File: src/mcr_pkg.sv
// Shared types and constants for the midpoint circle rasterizer.
package mcr_pkg;

  localparam int RADIUS_BITS_DEF = 10;
  localparam int COORD_BITS_DEF  = 16;

  localparam int CFG_W     = 13;
  localparam int CFG_IDX_W = 1;
  localparam int OUT_W     = 12;
  localparam int COLOR_W   = 24;
  localparam int NCAND     = 8;

  localparam logic [CFG_W-1:0] CANVAS_W_RESET = 13'd800;
  localparam logic [CFG_W-1:0] CANVAS_H_RESET = 13'd600;
  localparam logic [CFG_W-1:0] CANVAS_MAX     = 13'd4096;

  localparam logic CMD_LOAD = 1'b0;
  localparam logic CMD_STEP = 1'b1;

  localparam logic [CFG_IDX_W-1:0] REG_CANVAS_WIDTH  = 1'b0;
  localparam logic [CFG_IDX_W-1:0] REG_CANVAS_HEIGHT = 1'b1;

  // Per-step control flags handed from the state unit to the evaluator.
  typedef struct packed {
    logic inactive;
    logic zero_radius;
    logic filled;
    logic mirror_en;
    logic diag_en;
    logic done;
  } step_flags_t;

  // One candidate pixel or span.
  typedef struct packed {
    logic [OUT_W-1:0] x;
    logic [OUT_W-1:0] xe;
    logic [OUT_W-1:0] y;
    logic             vis;
  } cand_t;

endpackage

File: src/mcr_state.sv
// Canvas registers, circle state, decision loop update and the step input register.
module mcr_state #(
  parameter int RADIUS_BITS = mcr_pkg::RADIUS_BITS_DEF,
  parameter int COORD_BITS  = mcr_pkg::COORD_BITS_DEF
) (
  input  logic                            clk,
  input  logic                            rst_n,
  input  logic                            cfg_we,
  input  logic [mcr_pkg::CFG_IDX_W-1:0]   cfg_index,
  input  logic [mcr_pkg::CFG_W-1:0]       cfg_data,
  input  logic                            in_valid,
  output logic                            in_ready,
  input  logic                            in_cmd,
  input  logic signed [COORD_BITS-1:0]    in_center_x,
  input  logic signed [COORD_BITS-1:0]    in_center_y,
  input  logic [RADIUS_BITS-1:0]          in_radius,
  input  logic                            in_fill_mode,
  input  logic [mcr_pkg::COLOR_W-1:0]     in_color_in,
  input  logic                            a_take,
  output logic                            a_valid,
  output logic signed [COORD_BITS-1:0]    a_cx,
  output logic signed [COORD_BITS-1:0]    a_cy,
  output logic [RADIUS_BITS:0]            a_x,
  output logic [RADIUS_BITS:0]            a_y,
  output logic [mcr_pkg::COLOR_W-1:0]     a_color,
  output mcr_pkg::step_flags_t            a_flags,
  output logic [mcr_pkg::CFG_W-1:0]       canvas_w,
  output logic [mcr_pkg::CFG_W-1:0]       canvas_h
);

  localparam int OW = RADIUS_BITS + 1;
  localparam int DW = RADIUS_BITS + 3;

  logic [mcr_pkg::CFG_W-1:0]   width_r, height_r;
  logic signed [COORD_BITS-1:0] cx_r, cy_r;
  logic [OW-1:0]               maj_r, min_r;
  logic signed [DW-1:0]        dec_r;
  logic                        filled_r, active_r;
  logic [mcr_pkg::COLOR_W-1:0] color_r;

  logic signed [COORD_BITS-1:0] a_cx_r, a_cy_r;
  logic [OW-1:0]               a_x_r, a_y_r;
  logic [mcr_pkg::COLOR_W-1:0] a_color_r;
  mcr_pkg::step_flags_t        a_flags_r;
  logic                        a_valid_r;

  logic                        accept, zero_rad;
  logic [OW-1:0]               y_nxt, x_dec, x_nxt;
  logic signed [DW-1:0]        diff, dec_nxt;
  mcr_pkg::step_flags_t        flags_nxt;

  assign in_ready = !a_valid_r || a_take;
  assign accept   = in_valid && in_ready;

  assign canvas_w = (width_r  > mcr_pkg::CANVAS_MAX) ? mcr_pkg::CANVAS_MAX : width_r;
  assign canvas_h = (height_r > mcr_pkg::CANVAS_MAX) ? mcr_pkg::CANVAS_MAX : height_r;

  // One iteration of the midpoint decision loop.
  always_comb begin
    y_nxt    = min_r + OW'(1);
    x_dec    = maj_r - OW'(1);
    zero_rad = (maj_r == '0) && (min_r == '0);
    diff     = $signed(DW'(y_nxt)) - $signed(DW'(x_dec));
    if (dec_r <= $signed(DW'(0))) begin
      x_nxt   = maj_r;
      dec_nxt = dec_r + $signed(DW'({y_nxt, 1'b1}));
    end else begin
      x_nxt   = x_dec;
      dec_nxt = dec_r + (diff <<< 1) + $signed(DW'(1));
    end
    flags_nxt.inactive    = !active_r;
    flags_nxt.zero_radius = zero_rad;
    flags_nxt.filled      = filled_r;
    flags_nxt.mirror_en   = (min_r != '0);
    flags_nxt.diag_en     = (maj_r != min_r);
    flags_nxt.done        = !active_r || zero_rad || (x_nxt < y_nxt);
  end

  always_ff @(posedge clk) begin
    if (!rst_n) begin
      width_r   <= mcr_pkg::CANVAS_W_RESET;
      height_r  <= mcr_pkg::CANVAS_H_RESET;
      active_r  <= 1'b0;
      a_valid_r <= 1'b0;
    end else begin
      if (cfg_we) begin
        case (cfg_index)
          mcr_pkg::REG_CANVAS_WIDTH:  width_r  <= cfg_data;
          mcr_pkg::REG_CANVAS_HEIGHT: height_r <= cfg_data;
          default: ;
        endcase
      end
      if (a_take) begin
        a_valid_r <= 1'b0;
      end
      if (accept) begin
        if (in_cmd == mcr_pkg::CMD_LOAD) begin
          active_r <= 1'b1;
        end else begin
          a_valid_r <= 1'b1;
          if (active_r) begin
            active_r <= !(zero_rad || (x_nxt < y_nxt));
          end
        end
      end
    end
  end

  // The circle state resets to zero, so a step before any load reports a black colour.
  // The step snapshot carries no reset; a_valid_r qualifies it.
  always_ff @(posedge clk) begin
    if (!rst_n) begin
      cx_r     <= '0;
      cy_r     <= '0;
      maj_r    <= '0;
      min_r    <= '0;
      dec_r    <= '0;
      filled_r <= 1'b0;
      color_r  <= '0;
    end else if (accept) begin
      if (in_cmd == mcr_pkg::CMD_LOAD) begin
        cx_r     <= in_center_x;
        cy_r     <= in_center_y;
        maj_r    <= OW'(in_radius);
        min_r    <= '0;
        dec_r    <= $signed(DW'(1)) - $signed(DW'(in_radius));
        filled_r <= in_fill_mode;
        color_r  <= in_color_in;
      end else begin
        a_cx_r    <= cx_r;
        a_cy_r    <= cy_r;
        a_x_r     <= maj_r;
        a_y_r     <= min_r;
        a_color_r <= color_r;
        a_flags_r <= flags_nxt;
        if (active_r && !zero_rad) begin
          maj_r <= x_nxt;
          min_r <= y_nxt;
          dec_r <= dec_nxt;
        end
      end
    end
  end

  assign a_valid = a_valid_r;
  assign a_cx    = a_cx_r;
  assign a_cy    = a_cy_r;
  assign a_x     = a_x_r;
  assign a_y     = a_y_r;
  assign a_color = a_color_r;
  assign a_flags = a_flags_r;

endmodule

File: src/mcr_eval.sv
// Evaluates the eight symmetric pixels or four spans of one step against the canvas.
module mcr_eval #(
  parameter int RADIUS_BITS = mcr_pkg::RADIUS_BITS_DEF,
  parameter int COORD_BITS  = mcr_pkg::COORD_BITS_DEF
) (
  input  logic signed [COORD_BITS-1:0]  cx,
  input  logic signed [COORD_BITS-1:0]  cy,
  input  logic [RADIUS_BITS:0]          x,
  input  logic [RADIUS_BITS:0]          y,
  input  mcr_pkg::step_flags_t          flags,
  input  logic [mcr_pkg::CFG_W-1:0]     canvas_w,
  input  logic [mcr_pkg::CFG_W-1:0]     canvas_h,
  output mcr_pkg::cand_t                cand [mcr_pkg::NCAND],
  output logic [mcr_pkg::NCAND-1:0]     mask,
  output logic                          done
);

  localparam int OW = RADIUS_BITS + 1;
  localparam int MW = (COORD_BITS > OW) ? COORD_BITS : OW;
  localparam int SW = MW + 2;

  logic signed [SW-1:0] cxs, cys, xs, ys, ws, hs;
  logic signed [SW-1:0] col_px, col_mx, col_py, col_my;
  logic signed [SW-1:0] row_py, row_my, row_px, row_mx;
  mcr_pkg::cand_t       pix [mcr_pkg::NCAND];
  mcr_pkg::cand_t       spn [mcr_pkg::NCAND];
  logic [mcr_pkg::NCAND-1:0] vis;

  function automatic logic in_rng(input logic signed [SW-1:0] v,
                                  input logic signed [SW-1:0] lim);
    return !v[SW-1] && (v < lim);
  endfunction

  function automatic mcr_pkg::cand_t mk_pixel(input logic signed [SW-1:0] col,
                                              input logic signed [SW-1:0] row,
                                              input logic signed [SW-1:0] wl,
                                              input logic signed [SW-1:0] hl);
    mcr_pkg::cand_t c;
    c.x   = col[mcr_pkg::OUT_W-1:0];
    c.xe  = col[mcr_pkg::OUT_W-1:0];
    c.y   = row[mcr_pkg::OUT_W-1:0];
    c.vis = in_rng(col, wl) && in_rng(row, hl);
    return c;
  endfunction

  // Clamp the span to the canvas columns; it is dropped when empty afterwards.
  function automatic mcr_pkg::cand_t mk_span(input logic signed [SW-1:0] row,
                                             input logic signed [SW-1:0] c0,
                                             input logic signed [SW-1:0] c1,
                                             input logic signed [SW-1:0] wl,
                                             input logic signed [SW-1:0] hl);
    mcr_pkg::cand_t       c;
    logic signed [SW-1:0] x0, x1, wm1;
    wm1   = wl - $signed(SW'(1));
    x0    = c0[SW-1] ? '0 : c0;
    x1    = (c1 > wm1) ? wm1 : c1;
    c.x   = x0[mcr_pkg::OUT_W-1:0];
    c.xe  = x1[mcr_pkg::OUT_W-1:0];
    c.y   = row[mcr_pkg::OUT_W-1:0];
    c.vis = in_rng(row, hl) && (x0 <= x1);
    return c;
  endfunction

  always_comb begin
    cxs = SW'(cx);
    cys = SW'(cy);
    xs  = $signed(SW'(x));
    ys  = $signed(SW'(y));
    ws  = $signed(SW'(canvas_w));
    hs  = $signed(SW'(canvas_h));

    col_px = cxs + xs;
    col_mx = cxs - xs;
    col_py = cxs + ys;
    col_my = cxs - ys;
    row_py = cys + ys;
    row_my = cys - ys;
    row_px = cys + xs;
    row_mx = cys - xs;

    pix[0] = mk_pixel(col_px, row_py, ws, hs);
    pix[1] = mk_pixel(col_mx, row_py, ws, hs);
    pix[2] = mk_pixel(col_px, row_my, ws, hs);
    pix[3] = mk_pixel(col_mx, row_my, ws, hs);
    pix[4] = mk_pixel(col_py, row_px, ws, hs);
    pix[5] = mk_pixel(col_my, row_px, ws, hs);
    pix[6] = mk_pixel(col_py, row_mx, ws, hs);
    pix[7] = mk_pixel(col_my, row_mx, ws, hs);

    spn[0] = mk_span(row_py, col_mx, col_px, ws, hs);
    spn[1] = mk_span(row_my, col_mx, col_px, ws, hs);
    spn[2] = mk_span(row_px, col_my, col_py, ws, hs);
    spn[3] = mk_span(row_mx, col_my, col_py, ws, hs);
    for (int i = 4; i < mcr_pkg::NCAND; i++) begin
      spn[i] = '0;
    end

    for (int i = 0; i < mcr_pkg::NCAND; i++) begin
      cand[i] = flags.filled ? spn[i] : pix[i];
      vis[i]  = cand[i].vis;
    end

    if (flags.filled) begin
      vis[1] = vis[1] && flags.mirror_en;
      vis[3] = vis[3] && flags.diag_en;
    end
    // A zero radius plots the centre alone, which is the first candidate.
    if (flags.zero_radius) begin
      vis = vis & mcr_pkg::NCAND'(1);
    end

    mask = vis;
    if (flags.inactive || (vis == '0)) begin
      cand[0] = '0;
      mask    = mcr_pkg::NCAND'(1);
    end
    done = flags.done;
  end

endmodule

File: src/mcr_serial.sv
// Candidate buffer and output register that hand out one result item per cycle while the receiver is ready.
module mcr_serial (
  input  logic                          clk,
  input  logic                          rst_n,
  input  logic                          a_valid,
  output logic                          a_take,
  input  mcr_pkg::cand_t                cand [mcr_pkg::NCAND],
  input  logic [mcr_pkg::NCAND-1:0]     mask,
  input  logic [mcr_pkg::COLOR_W-1:0]   color,
  input  logic                          done,
  output logic                          out_valid,
  input  logic                          out_ready,
  output logic [mcr_pkg::OUT_W-1:0]     out_x,
  output logic [mcr_pkg::OUT_W-1:0]     out_x_end,
  output logic [mcr_pkg::OUT_W-1:0]     out_y,
  output logic [mcr_pkg::COLOR_W-1:0]   out_color_out,
  output logic                          out_visible,
  output logic                          out_last,
  output logic                          out_done_res
);

  localparam int IW = $clog2(mcr_pkg::NCAND);

  mcr_pkg::cand_t              cand_r [mcr_pkg::NCAND];
  logic [mcr_pkg::NCAND-1:0]   mask_r, rem;
  logic [mcr_pkg::COLOR_W-1:0] color_r;
  logic                        done_r, b_valid_r;
  logic [IW-1:0]               pick;
  logic                        out_load;

  logic                        out_valid_r, out_vis_r, out_last_r, out_done_r;
  logic [mcr_pkg::OUT_W-1:0]   out_x_r, out_xe_r, out_y_r;
  logic [mcr_pkg::COLOR_W-1:0] out_color_r;

  // Lowest pending candidate goes out first, which keeps the symmetric order.
  always_comb begin
    pick = '0;
    for (int i = mcr_pkg::NCAND - 1; i >= 0; i--) begin
      if (mask_r[i]) begin
        pick = IW'(i);
      end
    end
    rem       = mask_r;
    rem[pick] = 1'b0;
  end

  assign out_load = b_valid_r && (!out_valid_r || out_ready);
  assign a_take   = !b_valid_r || (out_load && (rem == '0));

  always_ff @(posedge clk) begin
    if (!rst_n) begin
      b_valid_r   <= 1'b0;
      out_valid_r <= 1'b0;
    end else begin
      if (a_take) begin
        b_valid_r <= a_valid;
      end
      if (out_load) begin
        out_valid_r <= 1'b1;
      end else if (out_ready) begin
        out_valid_r <= 1'b0;
      end
    end
  end

  always_ff @(posedge clk) begin
    if (a_take && a_valid) begin
      cand_r  <= cand;
      mask_r  <= mask;
      color_r <= color;
      done_r  <= done;
    end else if (out_load) begin
      mask_r <= rem;
    end
    if (out_load) begin
      out_x_r     <= cand_r[pick].x;
      out_xe_r    <= cand_r[pick].xe;
      out_y_r     <= cand_r[pick].y;
      out_vis_r   <= cand_r[pick].vis;
      out_color_r <= color_r;
      out_last_r  <= (rem == '0);
      out_done_r  <= done_r;
    end
  end

  assign out_valid     = out_valid_r;
  assign out_x         = out_x_r;
  assign out_x_end     = out_xe_r;
  assign out_y         = out_y_r;
  assign out_color_out = out_color_r;
  assign out_visible   = out_vis_r;
  assign out_last      = out_last_r;
  assign out_done_res  = out_done_r;

endmodule

File: src/midpoint_circle_rasterizer_top.sv
// Top level of the midpoint circle rasterizer.
//
// Input channel (in_valid/in_ready): a load item (in_cmd = 0) stores a circle's
// centre, radius, fill mode and colour and gives no result. Each step item
// (in_cmd = 1) runs one row of the midpoint loop and gives one to eight result
// items on the output channel (out_valid/out_ready): outline pixels or clamped
// filled spans, the final one flagged by out_last. A step with nothing on the
// canvas gives a single item with out_visible low.
// A step passes the step snapshot, the candidate buffer and the output register
// before its first result appears. Results leave at one result item per cycle
// while the receiver is ready; the output register and the candidate buffer set
// this rate. A load may be accepted while earlier results are still draining.
// Configuration (cfg_we/cfg_index/cfg_data) sets the canvas size; the user is to
// write it while the block is idle, which the block itself does not enforce;
// values above 4096 act as 4096.
// Reset (rst_n, synchronous) restores an 800 by 600 canvas and unloads the
// circle. When the receiver stalls, the output item holds and the step snapshot
// and the candidate buffer fill before in_ready falls.
module midpoint_circle_rasterizer_top #(
  parameter int RADIUS_BITS = mcr_pkg::RADIUS_BITS_DEF,
  parameter int COORD_BITS  = mcr_pkg::COORD_BITS_DEF
) (
  input  logic                            clk,
  input  logic                            rst_n,
  input  logic                            cfg_we,
  input  logic [mcr_pkg::CFG_IDX_W-1:0]   cfg_index,
  input  logic [mcr_pkg::CFG_W-1:0]       cfg_data,
  input  logic                            in_valid,
  output logic                            in_ready,
  input  logic                            in_cmd,
  input  logic signed [COORD_BITS-1:0]    in_center_x,
  input  logic signed [COORD_BITS-1:0]    in_center_y,
  input  logic [RADIUS_BITS-1:0]          in_radius,
  input  logic                            in_fill_mode,
  input  logic [mcr_pkg::COLOR_W-1:0]     in_color_in,
  output logic                            out_valid,
  input  logic                            out_ready,
  output logic [mcr_pkg::OUT_W-1:0]       out_x,
  output logic [mcr_pkg::OUT_W-1:0]       out_x_end,
  output logic [mcr_pkg::OUT_W-1:0]       out_y,
  output logic [mcr_pkg::COLOR_W-1:0]     out_color_out,
  output logic                            out_visible,
  output logic                            out_last,
  output logic                            out_done_res
);

  logic                         a_valid, a_take, done;
  logic signed [COORD_BITS-1:0] a_cx, a_cy;
  logic [RADIUS_BITS:0]         a_x, a_y;
  logic [mcr_pkg::COLOR_W-1:0]  a_color;
  mcr_pkg::step_flags_t         a_flags;
  logic [mcr_pkg::CFG_W-1:0]    canvas_w, canvas_h;
  mcr_pkg::cand_t               cand [mcr_pkg::NCAND];
  logic [mcr_pkg::NCAND-1:0]    mask;

  mcr_state #(
    .RADIUS_BITS (RADIUS_BITS),
    .COORD_BITS  (COORD_BITS)
  ) u_state (
    .clk          (clk),
    .rst_n        (rst_n),
    .cfg_we       (cfg_we),
    .cfg_index    (cfg_index),
    .cfg_data     (cfg_data),
    .in_valid     (in_valid),
    .in_ready     (in_ready),
    .in_cmd       (in_cmd),
    .in_center_x  (in_center_x),
    .in_center_y  (in_center_y),
    .in_radius    (in_radius),
    .in_fill_mode (in_fill_mode),
    .in_color_in  (in_color_in),
    .a_take       (a_take),
    .a_valid      (a_valid),
    .a_cx         (a_cx),
    .a_cy         (a_cy),
    .a_x          (a_x),
    .a_y          (a_y),
    .a_color      (a_color),
    .a_flags      (a_flags),
    .canvas_w     (canvas_w),
    .canvas_h     (canvas_h)
  );

  mcr_eval #(
    .RADIUS_BITS (RADIUS_BITS),
    .COORD_BITS  (COORD_BITS)
  ) u_eval (
    .cx       (a_cx),
    .cy       (a_cy),
    .x        (a_x),
    .y        (a_y),
    .flags    (a_flags),
    .canvas_w (canvas_w),
    .canvas_h (canvas_h),
    .cand     (cand),
    .mask     (mask),
    .done     (done)
  );

  mcr_serial u_serial (
    .clk           (clk),
    .rst_n         (rst_n),
    .a_valid       (a_valid),
    .a_take        (a_take),
    .cand          (cand),
    .mask          (mask),
    .color         (a_color),
    .done          (done),
    .out_valid     (out_valid),
    .out_ready     (out_ready),
    .out_x         (out_x),
    .out_x_end     (out_x_end),
    .out_y         (out_y),
    .out_color_out (out_color_out),
    .out_visible   (out_visible),
    .out_last      (out_last),
    .out_done_res  (out_done_res)
  );

endmodule

File: config.mk
export PLATFORM = sky130hd
export DESIGN_NAME = midpoint_circle_rasterizer_top
export DESIGN_NICKNAME = d
export VERILOG_FILES = /design/src/mcr_pkg.sv /design/src/mcr_state.sv /design/src/mcr_eval.sv /design/src/mcr_serial.sv /design/src/midpoint_circle_rasterizer_top.sv
export SDC_FILE = /design/constraint.sdc
export NUM_CORES = 1
export LEC_CHECK = 0
export BUFFER_PORTS_ARGS = -buffer_cell sky130_fd_sc_hd__buf_2
export CAP_MARGIN = 20
export CORE_UTILIZATION = 30
export CTS_BUF_LIST = sky130_fd_sc_hd__clkbuf_4 sky130_fd_sc_hd__clkbuf_8 sky130_fd_sc_hd__clkbuf_16
export DETAILED_ROUTE_END_ITERATION = 10
export GPL_ROUTABILITY_DRIVEN = 0
export PLACE_DENSITY = 0.53
export SLEW_MARGIN = 5
export SYNTH_ARGS = -nofsm -noshare
export SYNTH_HDL_FRONTEND = slang
export SYNTH_SLANG_ARGS = --single-unit
File: constraint.sdc
create_clock -name clk -period 9.6 [get_ports clk]
set_input_delay 0.48 -clock clk [delete_from_list [all_inputs] [get_ports clk]]
set_output_delay 0.48 -clock clk [all_outputs]
set_load 0.02 [all_outputs]
==> metrics.cfg <==
[finish]
layout-drive-gt1-share_pct=12.6
fin_nets=3684
fill_cells=10700
mostFrequentLayoutCell=edfxtp_1
final_cells=4719
final_cell_area_mm2=0.0360
layout_common_cells=edfxtp_1 (375), nand2_1 (371), ha_1 (296)
regArea_mm2=0.0137
multiInputGateArea_mm2=0.0166
areaGrowthSynthToFinish_pct=13.9
n_antenna_cell=0
fin_util_pct=34.7

[power_and_ir_drop]
leakage_nw=14.3
power_density_mw_per_mm2=170
power_w=0.00611
ir_worst_vdd_mv=0.146

[drt]
dr.pass1.iters=6
drc_errors=0
drtIter0Drc=2294
routed_wl_um=104000
drtAntennaViolNets=0
via_count=24900
via_per_inst=5.27
wl_per_cell_um=22.1

[status]
outcome=finished clean

[global_route]
grt_overflow=0
grt_pass1_vias=24000
grt_use_total_pct=19.2
antenna_found_initial=6
grt_pass1_wl_um=156000
grt_max_degree=87

[timing]
setup-tns-final_ns=0
rsz0062_at_grt=false
worstMarginPinSlew_ns=1.22
slew_viol_final=0
hold_viol=0
skew_ns=0.0554
setup_violations=0
max-slew-margin-rel_pct=17.9
fmax_ghz=0.113
post-route-min-period_ns=8.85
fin_crit_sh_pct=92.2

[floorplan]
die_w_um=327
die_height_um=327
ios=152
rows=118
die_area_mm2=0.107
coreArea_mm2=0.104
start_util_pct=30.4

[worst_setup_path]
reg2reg_depth=28
slowest_delay_ns=0.79
worstSetupPathType=flop to flop
cp_num_buf_inv=4
cp_max_fo=25
r2r_end=u_serial.cand_r[291]
worstSetupStartpointType=flop
critPathTopFamily=compound AO/OA/AOI/OAI gates
critPathMostFrequentCell=ha_1
cp-end-kind=flop
crit_start=u_state.a_y[5]
r2r_start=u_state.a_y[5]
cp.depth=28
r2r_slack_ns=0.75
critical_path.endpoint=u_serial.cand_r[291]
worst_ep_arrival_time_ns=9.22
cp.required_ns=9.97
crit_path_top_delay_cell=nor4_4

[logic_synthesis]
synth_warnings=0
synth_cell_types=104
ys_seq_elements=497
synth_edf_count=375
synthFlopType=edfxtp_1
ys_top_cells_by_area=edfxtp_1 (36%), ha_1 (12%), dfxtp_1 (7.7%), nand2_1 (4.4%), a21oi_1 (3.9%)
async_reset_ff_share_pct=0
yosysTopAreaCell=edfxtp_1
synthCells=3187
synth-seq-area-share_pct=43.3
syn_area_per_cell_um2=9.92
synthesis.area_mm2=0.0316
syn-num-nets=3581
synth.top_cell.area_share_pct=35.6

[clock_network]
post_cts_buffers=0
clock_latency_ns=0.69
clockRootBuffer=clkbuf_16
cts_tree=done
cts_buffers=57
htree_levels=2
cts_buffer_depth=3
clkTransAtPathRegs_ns=0.06
cts_sinks=497

[placed_design]
dp.cells=4602
placed_cell_area_mm2=0.0339
io_buffers=151
dp_hpwl_um=79600

[worst_hold_path]
worstHoldStart=cfg_data[8]
holdPathStages=3
min_path_type=primary input to flop

[run]
maxCapViolCount=0

-- worst min-delay path by stage --
| stage | to | slack, ns |
|---|---|---|
| 5_1_grt | u_state.cx_r[3] | 0.02 |
| 4_1_cts | u_state.height_r[11] | 0.001 |
| 6_report | u_state.width_r[8] | 0.04 |
| 3_5_place_dp | u_serial.color_r[1] | 0.40 |
| 2_1_floorplan | u_serial.color_r[0] | 0.40 |
| 3_3_place_gp | u_serial.color_r[19] | 0.40 |
-- state kept, by name, summed over array words and instances (netlist names), 16 cells and up --
name,count
u_state.a_color,24
u_state.color_r,24
u_serial.color_r,24
u_state.cx_r,16
u_state.a_cy,16
u_serial.cand_r,195
u_state.cy_r,16
u_state.a_cx,16
u_serial.out_color_out,24
-- metal layers --
metal  GRT usage [%]  share of wire, %
met5               0             0.013
met4            8.30               4.7
met3            3.05               6.1
met2            29.8                44
met1            26.5                45
-- synth_stat cells, types with 41 or more instances --
cell type,n
o21ai_0,161
clkbuf_1,128
xor2_1,54
xnor2_1,107
nor2b_1,44
nand3_1,41
nor3_1,52
nor2_1,263
a21oi_1,246
nand2b_1,44
dfxtp_1,122
ha_1,296
edfxtp_1,375
inv_1,185
a21o_1,71
nand2_1,373
-- worst register-to-register path: cells and delay by family, from the launching register on --
| family | cells | cell delay (ns) |
|---|---|---|
| adders and majority gates | 4 | 1.22 |
| buffers and inverters | 4 | 1.12 |
| and+or+nand+nor | 8 | 2.36 |
| AOI/OAI and AO/OA | 11 | 2.94 |
| DFF | 1 | 0.47 |
| xor gates and xnor gates | 1 | 0.42 |
-- layout make-up --
type                            count  share of cell area, %
Multi-Input combinational cell   2343                   46.2
Sequential cell                   497                   38.0
Tap cell                         1380                   4.79
Clock buffer                       77                   4.56
Timing Repair Buffer              202                   3.20
Inverter                          189                   1.99
Clock inverter                     31                   1.21
-- stage by stage --
stage | hold WS, ns | setup slack (ns)
final | 0.0356 | 0.750
after CTS | 0.00112 | 0.863
after global placement | 0.400 | 0.839
after floorplan | 0.400 | 1.24
after detailed placement | 0.405 | 0.914
after global routing | 0.0238 | 0.346
-- cells by family (layout without fill, tap and decap cells) --
family	Yosys count	in the layout	synth area share [%]
multiplexers	87	87	4.18
flip-flops	497	497	43.3
AND/OR/NAND/NOR	1001	1001	14.9
XOR/XNOR	161	161	4.46
adder cells (fa/ha/maj)	309	309	12.5
buffers and inverters	347	499	4.25
AO/OA/AOI/OAI	785	785	16.4
-- power by group --
group | switching [W] | total (W) | internal, W
clock | 0.000962 | 0.00241 | 0.00145
sequential | 0.0000741 | 0.00249 | 0.00242
combinational | 0.000740 | 0.00120 | 0.000463
-- what timing repair did --
| item | 4_1_cts | 5_1_grt |
|---|---|---|
| endpoints found under the hold margin | 7 | 0 |
| resized for setup | 0 | 0 |
| hold buffers | 7 | 0 |
Power figures use the tool's default switching activity.
